### src/linear_probe_hash_table_assert.svh
// Assertion macros for the RTL of the hash table.
`ifndef LINEAR_PROBE_HASH_TABLE_ASSERT_SVH
`define LINEAR_PROBE_HASH_TABLE_ASSERT_SVH

// Same-cycle implication, disabled while reset is asserted.
`define LPHT_ASSERT_NOW(label, ante, cons) \
  label: assert property (@(posedge clk_i) disable iff (!rst_ni) (ante) |-> (cons)) \
    else $error("hash table check failed");

// Next-cycle implication, disabled while reset is asserted.
`define LPHT_ASSERT_NEXT(label, ante, cons) \
  label: assert property (@(posedge clk_i) disable iff (!rst_ni) (ante) |=> (cons)) \
    else $error("hash table check failed");

`endif

### src/lpht_pkg.sv
`timescale 1ns / 1ps

package lpht_pkg;

  localparam int TableSize = 16;
  localparam int SlotW     = $clog2(TableSize);
  localparam int KeyW      = 31;
  localparam int OutSlotW  = 4;
  localparam int StatusW   = 2;

  localparam logic MODE_INSERT = 1'b0;
  localparam logic MODE_SEARCH = 1'b1;

  localparam logic [StatusW-1:0] ST_INSERTED  = 2'd0;
  localparam logic [StatusW-1:0] ST_FOUND     = 2'd1;
  localparam logic [StatusW-1:0] ST_NOT_FOUND = 2'd2;
  localparam logic [StatusW-1:0] ST_FULL      = 2'd3;

  typedef enum logic {
    S_IDLE,
    S_PROBE
  } state_e;

endpackage

### src/lpht_ram.sv
`timescale 1ns / 1ps

module lpht_ram #(
  parameter int Width = 8,
  parameter int Depth = 16
) (
  input  logic                     clk_i,
  input  logic                     we_i,
  input  logic [$clog2(Depth)-1:0] waddr_i,
  input  logic [Width-1:0]         wdata_i,
  input  logic [$clog2(Depth)-1:0] raddr_i,
  output logic [Width-1:0]         rdata_o
);

  logic [Width-1:0] mem_q [Depth];
  logic [Width-1:0] rdata_q;

  always_ff @(posedge clk_i) begin
    if (we_i) begin
      mem_q[waddr_i] <= wdata_i;
    end
    rdata_q <= mem_q[raddr_i];
  end

  assign rdata_o = rdata_q;

endmodule

### src/linear_probe_hash_table.sv
// Linear-probing hash table with 16 slots, keys of 31 bits.
// Request channel: mode_i (0 insert, 1 search) and key_i are taken at a rising
// edge where start is high and busy is low. busy stays high while the request
// walks the table.
// Result channel: done_o is high for exactly one cycle with status_o and slot_o.
// The receiver cannot hold results off; every request gives one result.
// The home slot is the key modulo 16. One slot is probed per cycle: the used
// flags sit in flip-flops and the keys in a RAM whose registered read is
// addressed one slot ahead of the compare.
// A request probes from its home slot until it finishes, and the result is
// then registered. A new request may be accepted in the cycle done_o is high.
// Reset clears every used flag, so the table starts empty; the key RAM is not
// cleared, since a key is only ever read from a slot that is marked used.
`timescale 1ns / 1ps

`include "linear_probe_hash_table_assert.svh"

module linear_probe_hash_table
  import lpht_pkg::*;
(
  input  logic                clk_i,
  input  logic                rst_ni,
  input  logic                start,
  output logic                busy,
  input  logic                mode_i,
  input  logic [KeyW-1:0]     key_i,
  output logic                done_o,
  output logic [StatusW-1:0]  status_o,
  output logic [OutSlotW-1:0] slot_o
);

  state_e state_q, state_d;

  logic [TableSize-1:0] used_q, used_d;
  logic [SlotW-1:0]     s_q, s_d;
  logic [SlotW-1:0]     n_q, n_d;
  logic                 mode_q, mode_d;
  logic [KeyW-1:0]      key_q, key_d;
  logic                 done_q, done_d;
  logic [StatusW-1:0]   status_q, status_d;
  logic [OutSlotW-1:0]  slot_q, slot_d;

  logic             accept;
  logic             hit;
  logic             key_match;
  logic             last;
  logic             finish;
  logic [SlotW-1:0] home;
  logic [SlotW-1:0] s_next;
  logic [SlotW-1:0] raddr;
  logic             ram_we;
  logic [KeyW-1:0]  rdata;

  assign accept    = start && (state_q == S_IDLE);
  assign home      = SlotW'(key_i % TableSize);
  assign hit       = used_q[s_q];
  assign key_match = (rdata == key_q);
  assign last      = (n_q == SlotW'(TableSize - 1));
  assign s_next    = (s_q == SlotW'(TableSize - 1)) ? '0 : s_q + 1'b1;
  assign finish    = !hit || ((mode_q == MODE_SEARCH) && key_match) || last;

  // Next state.
  always_comb begin
    state_d = state_q;
    unique case (state_q)
      S_IDLE: begin
        if (accept) begin
          state_d = S_PROBE;
        end
      end
      S_PROBE: begin
        if (finish) begin
          state_d = S_IDLE;
        end
      end
      default: state_d = S_IDLE;
    endcase
  end

  // Datapath and outputs.
  always_comb begin
    s_d      = s_q;
    n_d      = n_q;
    mode_d   = mode_q;
    key_d    = key_q;
    used_d   = used_q;
    done_d   = 1'b0;
    status_d = status_q;
    slot_d   = slot_q;
    raddr    = s_next;
    ram_we   = 1'b0;
    unique case (state_q)
      S_IDLE: begin
        raddr = home;
        if (accept) begin
          s_d    = home;
          n_d    = '0;
          mode_d = mode_i;
          key_d  = key_i;
        end
      end
      S_PROBE: begin
        // The read issued last cycle holds the key of slot s_q now.
        s_d = s_next;
        n_d = n_q + 1'b1;
        if (finish) begin
          done_d = 1'b1;
          slot_d = '0;
        end
        priority if (!hit) begin
          if (mode_q == MODE_INSERT) begin
            ram_we      = 1'b1;
            used_d[s_q] = 1'b1;
            status_d    = ST_INSERTED;
            slot_d      = OutSlotW'(s_q);
          end else begin
            status_d = ST_NOT_FOUND;
          end
        end else if ((mode_q == MODE_SEARCH) && key_match) begin
          status_d = ST_FOUND;
          slot_d   = OutSlotW'(s_q);
        end else if (last) begin
          status_d = (mode_q == MODE_INSERT) ? ST_FULL : ST_NOT_FOUND;
        end else begin
          status_d = status_q;
        end
      end
      default: begin
        raddr = home;
      end
    endcase
  end

  always_ff @(posedge clk_i or negedge rst_ni) begin
    if (!rst_ni) begin
      state_q <= S_IDLE;
      used_q  <= '0;
      done_q  <= 1'b0;
    end else begin
      state_q <= state_d;
      used_q  <= used_d;
      done_q  <= done_d;
    end
  end

  always_ff @(posedge clk_i) begin
    s_q      <= s_d;
    n_q      <= n_d;
    mode_q   <= mode_d;
    key_q    <= key_d;
    status_q <= status_d;
    slot_q   <= slot_d;
  end

  lpht_ram #(
    .Width (KeyW),
    .Depth (TableSize)
  ) u_key_ram (
    .clk_i   (clk_i),
    .we_i    (ram_we),
    .waddr_i (s_q),
    .wdata_i (key_q),
    .raddr_i (raddr),
    .rdata_o (rdata)
  );

  assign busy     = (state_q != S_IDLE);
  assign done_o   = done_q;
  assign status_o = status_q;
  assign slot_o   = slot_q;

  // A finished probe always yields a result word in the next cycle.
  `LPHT_ASSERT_NEXT(a_finish_done, (state_q == S_PROBE) && finish, done_o)
  // An accepted request always starts a probe.
  `LPHT_ASSERT_NEXT(a_accept_busy, start && !busy, busy)
  // Each key write marks exactly one more slot as used.
  `LPHT_ASSERT_NEXT(a_insert_count, ram_we,
                    $countones(used_q) == $past($countones(used_q)) + 1)
  // The key RAM is never written outside a probe.
  `LPHT_ASSERT_NOW(a_idle_no_write, state_q == S_IDLE, !ram_we)

endmodule

### config.mk
export PLATFORM = sky130hd
export DESIGN_NAME = linear_probe_hash_table
export DESIGN_NICKNAME = d
export VERILOG_FILES = /design/src/lpht_pkg.sv /design/src/lpht_ram.sv /design/src/linear_probe_hash_table.sv
export VERILOG_INCLUDE_DIRS = /design/src /design/src/src
export SDC_FILE = /design/constraint.sdc
export NUM_CORES = 1
export LEC_CHECK = 0
export CORE_MARGIN = 8
export CORE_UTILIZATION = 57
export CTS_BUF_LIST = sky130_fd_sc_hd__clkbuf_4 sky130_fd_sc_hd__clkbuf_8 sky130_fd_sc_hd__clkbuf_16
export CTS_CLUSTER_DIAMETER = 150
export CTS_CLUSTER_SIZE = 16
export DETAILED_ROUTE_END_ITERATION = 16
export DONT_BUFFER_PORTS = 1
export GPL_TIMING_DRIVEN = 0
export HOLD_SLACK_MARGIN = 0.12
export MAX_ROUTING_LAYER = met4
export PLACE_DENSITY = 0.74
export SYNTH_ARGS = -nofsm -noshare
export SYNTH_HDL_FRONTEND = slang
export SYNTH_HIERARCHICAL = 1
export SYNTH_SLANG_ARGS = --single-unit
### constraint.sdc
create_clock -name clk_i -period 4.5 [get_ports clk_i]
set_clock_uncertainty 0.1 [all_clocks]
set_input_delay 0.9 -clock clk_i [delete_from_list [all_inputs] [get_ports clk_i]]
set_output_delay 0.9 -clock clk_i [all_outputs]
set_load 0.005 [all_outputs]
After elaboration in Yosys (flattened, before gate mapping)
Memory sizes are Yosys's and may differ from the RTL's. A register that Yosys moved wholly into a read port is not among the register bits.
Index checks and enable logic that the tools add are counted.

word-level totals
  memory bits (read-only) = 0
  memories = 1
  bits in latches = 0
  word-level logic and storage cells = 61
  bits in writable memories = 496
  bits in registers = 64
  output and inout port bits = 8

memory list
  name             words  width  rd ports  clocked after memory_dff  wr ports  RTL line        RTL
  u_key_ram.mem_q  16     31     1         1                         1         lpht_ram.sv:15  logic [Width-1:0] mem_q [Depth];

cells by class
  reduce and logical (&&, ||, !) cells = 9
  bitwise gates (word level) = 4
  div/mod/pow operators = 0
  equal/unequal tests = 5
  multiplexer cells = 29
  $mul = 0
  shift-type cells = 0
  $add $sub $neg = 2
  magnitude comparators = 2

operators by type and width
  operator                                                            number
  two-way mux 4 bit                                                   8
  == test 31 bit                                                      1
  OR 16 bit                                                           1
  case mux 4 bit (2 select lines)                                     2
  two-way mux 1 bit                                                   12
  adder 4 x 1 -> 4 bit (second input constant)                        2
  == test 4 bit (second input constant)                               2
  two-way mux 2 bit                                                   4
  less-than comparator 4 x 5 -> 1 bit (second input constant)         1
  binary-select mux 1 bit (select 4 bit)                              1
  demux 1 bit (select 4 bit)                                          1
  greater-or-equal comparator 4 x 1 -> 1 bit (second input constant)  1
  AND reduction 2 bit                                                 2
  logical AND 1 bit                                                   3
  inequality test 3 x 1 -> 1 bit (second input constant)              1
  inverter 1 bit                                                      3
  AND reduction 3 bit                                                 1
  logical OR 1 bit                                                    2
  inequality test 2 bit (second input constant)                       1
  case mux 1 bit (2 select lines)                                     1
  zero test 1 bit                                                     1

Depth between registers and ports, before layout
  depth in word-level cells = 8
  depth in mapped cells = 11
  gate-level depth less buffers = 8

Cells and area by module
The synthesis kept the hierarchy.

by module, submodules not included
  module                   instances  sequential area each (µm²)  area an instance (µm²)  cells an instance
  lpht_ram                 1          15514.9                     19248.5                 812
  linear_probe_hash_table  1          1831.8                      2813.9                  187

Least setup slack after synthesis
No wires, ideal clock.

  kind = reg-to-reg
  start = register s_q[0]
  end = memory u_key_ram/mem_q[0][0] (netlist name) (enable)
  stages on the path, launching flop included = 9
  setup time = 458 ps
  period minus slack after synthesis = 4884 ps
  path buffers = 2
  data arrival time = 4327 ps
  path slack = -384 ps
  path through = edfxtp_1 > buf_6 > mux4_2 > a22oi_2 > nand3_2 > nor3_2 > buf_6 > or3b_1 > nor3_1

on the way
  longest elaborated chain between the ends = 6

ends and longest elaborated chain
  item                                     RTL line                        RTL
  start, declared                          linear_probe_hash_table.sv:35   logic [SlotW-1:0] s_q, s_d;
  start signal, assigned                   linear_probe_hash_table.sv:147  s_q <= s_d;
  binary-select mux 1 bit (select 4 bit)   linear_probe_hash_table.sv:56   assign hit = used_q[s_q];
  two-way mux 1 bit (not written as such)  linear_probe_hash_table.sv:56
  two-way mux 1 bit                        linear_probe_hash_table.sv:110  priority if (!hit) begin
  two-way mux 1 bit                        linear_probe_hash_table.sv:92   unique case (state_q)
  via ram_we                               linear_probe_hash_table.sv:51   logic ram_we;
  two-way mux 1 bit                        lpht_ram.sv:19                  if (we_i) begin
  two-way mux 1 bit (not written as such)  lpht_ram.sv:20                  mem_q[waddr_i] <= wdata_i;
  end, declared                            lpht_ram.sv:15

The timed path passes the listed nets, and every way through them passes these cells. The select of a mux whose other input is x is not followed.

Worst setup path after layout
  start = register s_q[0]
  end = memory u_key_ram/mem_q[4][5] (netlist name) (enable)

The elaborated chain is that of the path after synthesis.

==> results.yml <==
status:
  outcome: "complete, no violations"
cells_and_area:
  antenna_cells: 0
  finalCoreUtilization_pct: 64.10
  layout_common_cells: "edfxtp_1, mux4_2, a22oi_1, clkbuf_16"
  drive_gt1_share_pct: 25.61
  final_common_cell: "edfxtp_1"
  stdcell_count: 1619
  areaGrowthSynthToFinish_pct: 11.77
  finalNetCount: 1110
cts:
  ctsHtreeMaxLevel: 2
  cts_tree: "yes"
  clk_latency_ps: 570
  cts_root_buf: "clkbuf_16"
  clk_pin_slew_ps: 70
  cts_buffer_depth: 3
  cts_setup_buffers: 0
  cts_buffers: 42
  clock-sinks: 591
route:
  avgRoutedWirePerCell_um: 28.03
  ant_nets: 0
  first_pass_iters: 5
  vias: 10237
  drc: 0
  via_per_inst: 6.323
  first_iter_violations: 1057
  routed_wl_mm: 45.38
timing:
  fmax_mhz: 231.8
  period_needed_ps: 4314
  tightest_slew_ps: 1060
  slew_viol_final: 0
  setup_ws_ps: 186.0
  slew_headroom_pct: 28.66
  rsz0062_at_grt: "no"
  hold_viol: 0
  setup_viol: 0
  fin_crit_sh_pct: 95.87
logic_synthesis:
  ys.flop_type: "edfxtp_1"
  ys_ff_latch: 591
  syn_area_um2: 22060
  netlist_instances: 999
  synth_cell_type_count: 45
  avgSynthCellArea_um2: 22.08
  synth_edf_count: 542
  synthArstFlopShare_pct: 3.046
  synth-seq-area-share_pct: 78.63
  synth_nets: 1039
  ys_warn_count: 6
worst_setup_path:
  required_ps: 4680
  start_kind: "flop"
  reg2reg_depth: 11
  arrival_ps: 4490
  rr_startpoint: "s_q[0]"
  crit_type: "reg -> reg"
  crit_fanout: 13
  setup.worst_path.end_class: "flop"
  reg2reg_slack_ps: 190
  r2r-end: "u_key_ram/mem_q[4][5]"
die:
  die_y_um: 212.7
  pin_count: 43
  start_util_pct: 57.35
  row_count: 72
  coreArea_um2: 38470
  die-area_um2: 45260
  die_width_um: 212.7
grt:
  grt_max_degree: 25
  antenna_found_initial: 0
  grt_pass1_wl_mm: 67.67
  grt-ovfl-total: 0
  grt_pass1_vias: 10502
  grt_usage_pct: 21.20
power_and_ir_drop:
  power.density_nw_per_um2: 630.9
  ir_drop_mv: 0.4028
  p_leak_uw: 0.007888
  finalPower_uw: 15560
placement:
  place_ws_ps: 219.6
  dp_hpwl_mm: 28.33
  io_buffers: 0
  gp_congestion: 0.7563
  placed_cells: 1543
min_path:
  holdPathStages: 0
  hold_start: "key_i[9]"
  min_path_type: "in -> reg"
  min_to: "key_q[9]"
flow_run:
  drv_cap: 0
==> report_power, final <==
group          leakage (µW)  total [µW]  switching, µW  internal (µW)
logic               0.00180        4540           2510           2030
clock network      0.000693        3780           1730           2040
registers           0.00539        7240            453           6790
==> worst max path at each step <==
stage | slack (ps) | to | cells after the start | start
floorplan | -140 | u_key_ram/mem_q[8][0] | 8 | s_q[0]
global placement | -2760 | u_key_ram/mem_q[4][18] | 8 | s_q[0]
detailed placement | 220 | u_key_ram/mem_q[4][5] | 11 | s_q[0]
CTS | 220 | u_key_ram/mem_q[4][5] | 11 | s_q[0]
global route | 70 | u_key_ram/mem_q[4][5] | 11 | s_q[0]
finish | 190 | u_key_ram/mem_q[4][5] | 11 | s_q[0]
==> sequential cells by signal, summed over array words and instances (netlist names) <==
name and count:
key_q 31, n_q 4, u_key_ram/rdata_o 31, mode_q 1, s_q 4, u_key_ram/mem_q 496
status_o 2, used_q 16, done_o 1, slot_o 4, busy 1
==> kinds of logic (layout without fill, tap and decap cells) <==
| family | count (synthesis) | count (layout) | synth area share (%) |
|---|---|---|---|
| muxes | 130 | 130 | 13.20 |
| and+or+nand+nor | 91 | 91 | 1.996 |
| DFF | 591 | 591 | 78.63 |
| xor gates and xnor gates | 34 | 34 | 1.350 |
| buffers and inverters | 55 | 157 | 1.333 |
| adders and majority gates | 5 | 5 | 0.2836 |
| AOI/OAI and AO/OA | 93 | 93 | 3.216 |
==> what timing repair did <==
item / 4_1_cts / 5_1_grt
endpoints found under the hold margin: 18 / 0
hold buffers: 1 / 0
resized for setup: 0 / 0
==> metrics by stage <==
stage	hold WS, ps	area, µm²	TNS [ps]
after floorplan	319.6	22070	-12840
after global placement	332.8	22720	-690210
after CTS	289.3	24660	0
final	319.6	24660	0
after detailed placement	344.3	23300	0
after global routing	292.2	24660	0
==> layout make-up <==
type                       count  area (µm²)
tap                          518       648.1
buffer                        46       260.3
timing repair buffer          27       473.0
inverter                       9       33.78
fill                        2504       13810
clock buffer                  75        1351
multi-input combinational    353        4546
sequential                   591       17350
==> worst max-delay path: stages (launching register included) <==
cell and delay (ps):
edfxtp_1 650, buf_6 210, mux4_2 510, a22oi_2 200, nand3_2 190, nor3_2 230, buf_6 190, nand3b_1 280
nor3_2 850, buf_6 260, buf_6 170, buf_6 150
==> metal layers <==
metal,wire length [µm],global-route usage (%),up-vias
li1,-,-,4286
met1,19570,29.50,5536
met2,22270,33.30,341
met3,2626,2.759,74
met4,921,5.926,0
met5,0,-,-
==> synthesized netlist by cell type (2+ instances only) <==
master	instances	area, µm²
a21o_1	9	67.56
a21oi_1	2	10.01
a22oi_1	63	473.0
a31o_2	8	70.07
a31oi_1	2	12.51
and2_1	3	18.77
buf_2	13	65.06
buf_6	9	101.4
clkbuf_1	22	82.58
dfrtp_1	18	450.4
dfxtp_1	31	620.6
edfxtp_1	542	16280
ha_1	5	62.56
inv_1	8	30.03
mux4_1	2	52.55
mux4_2	126	2838
nand2_1	33	123.9
nand2b_1	2	12.51
nand3_1	7	35.03
nand3b_1	2	15.01
nand4_1	7	43.79
nor2_1	20	75.07
nor2b_1	4	25.02
nor3_1	4	20.02
nor4_1	2	12.51
o2bb2ai_1	4	35.03
xnor2_1	33	289.0
(Power assumes the default switching activity.)
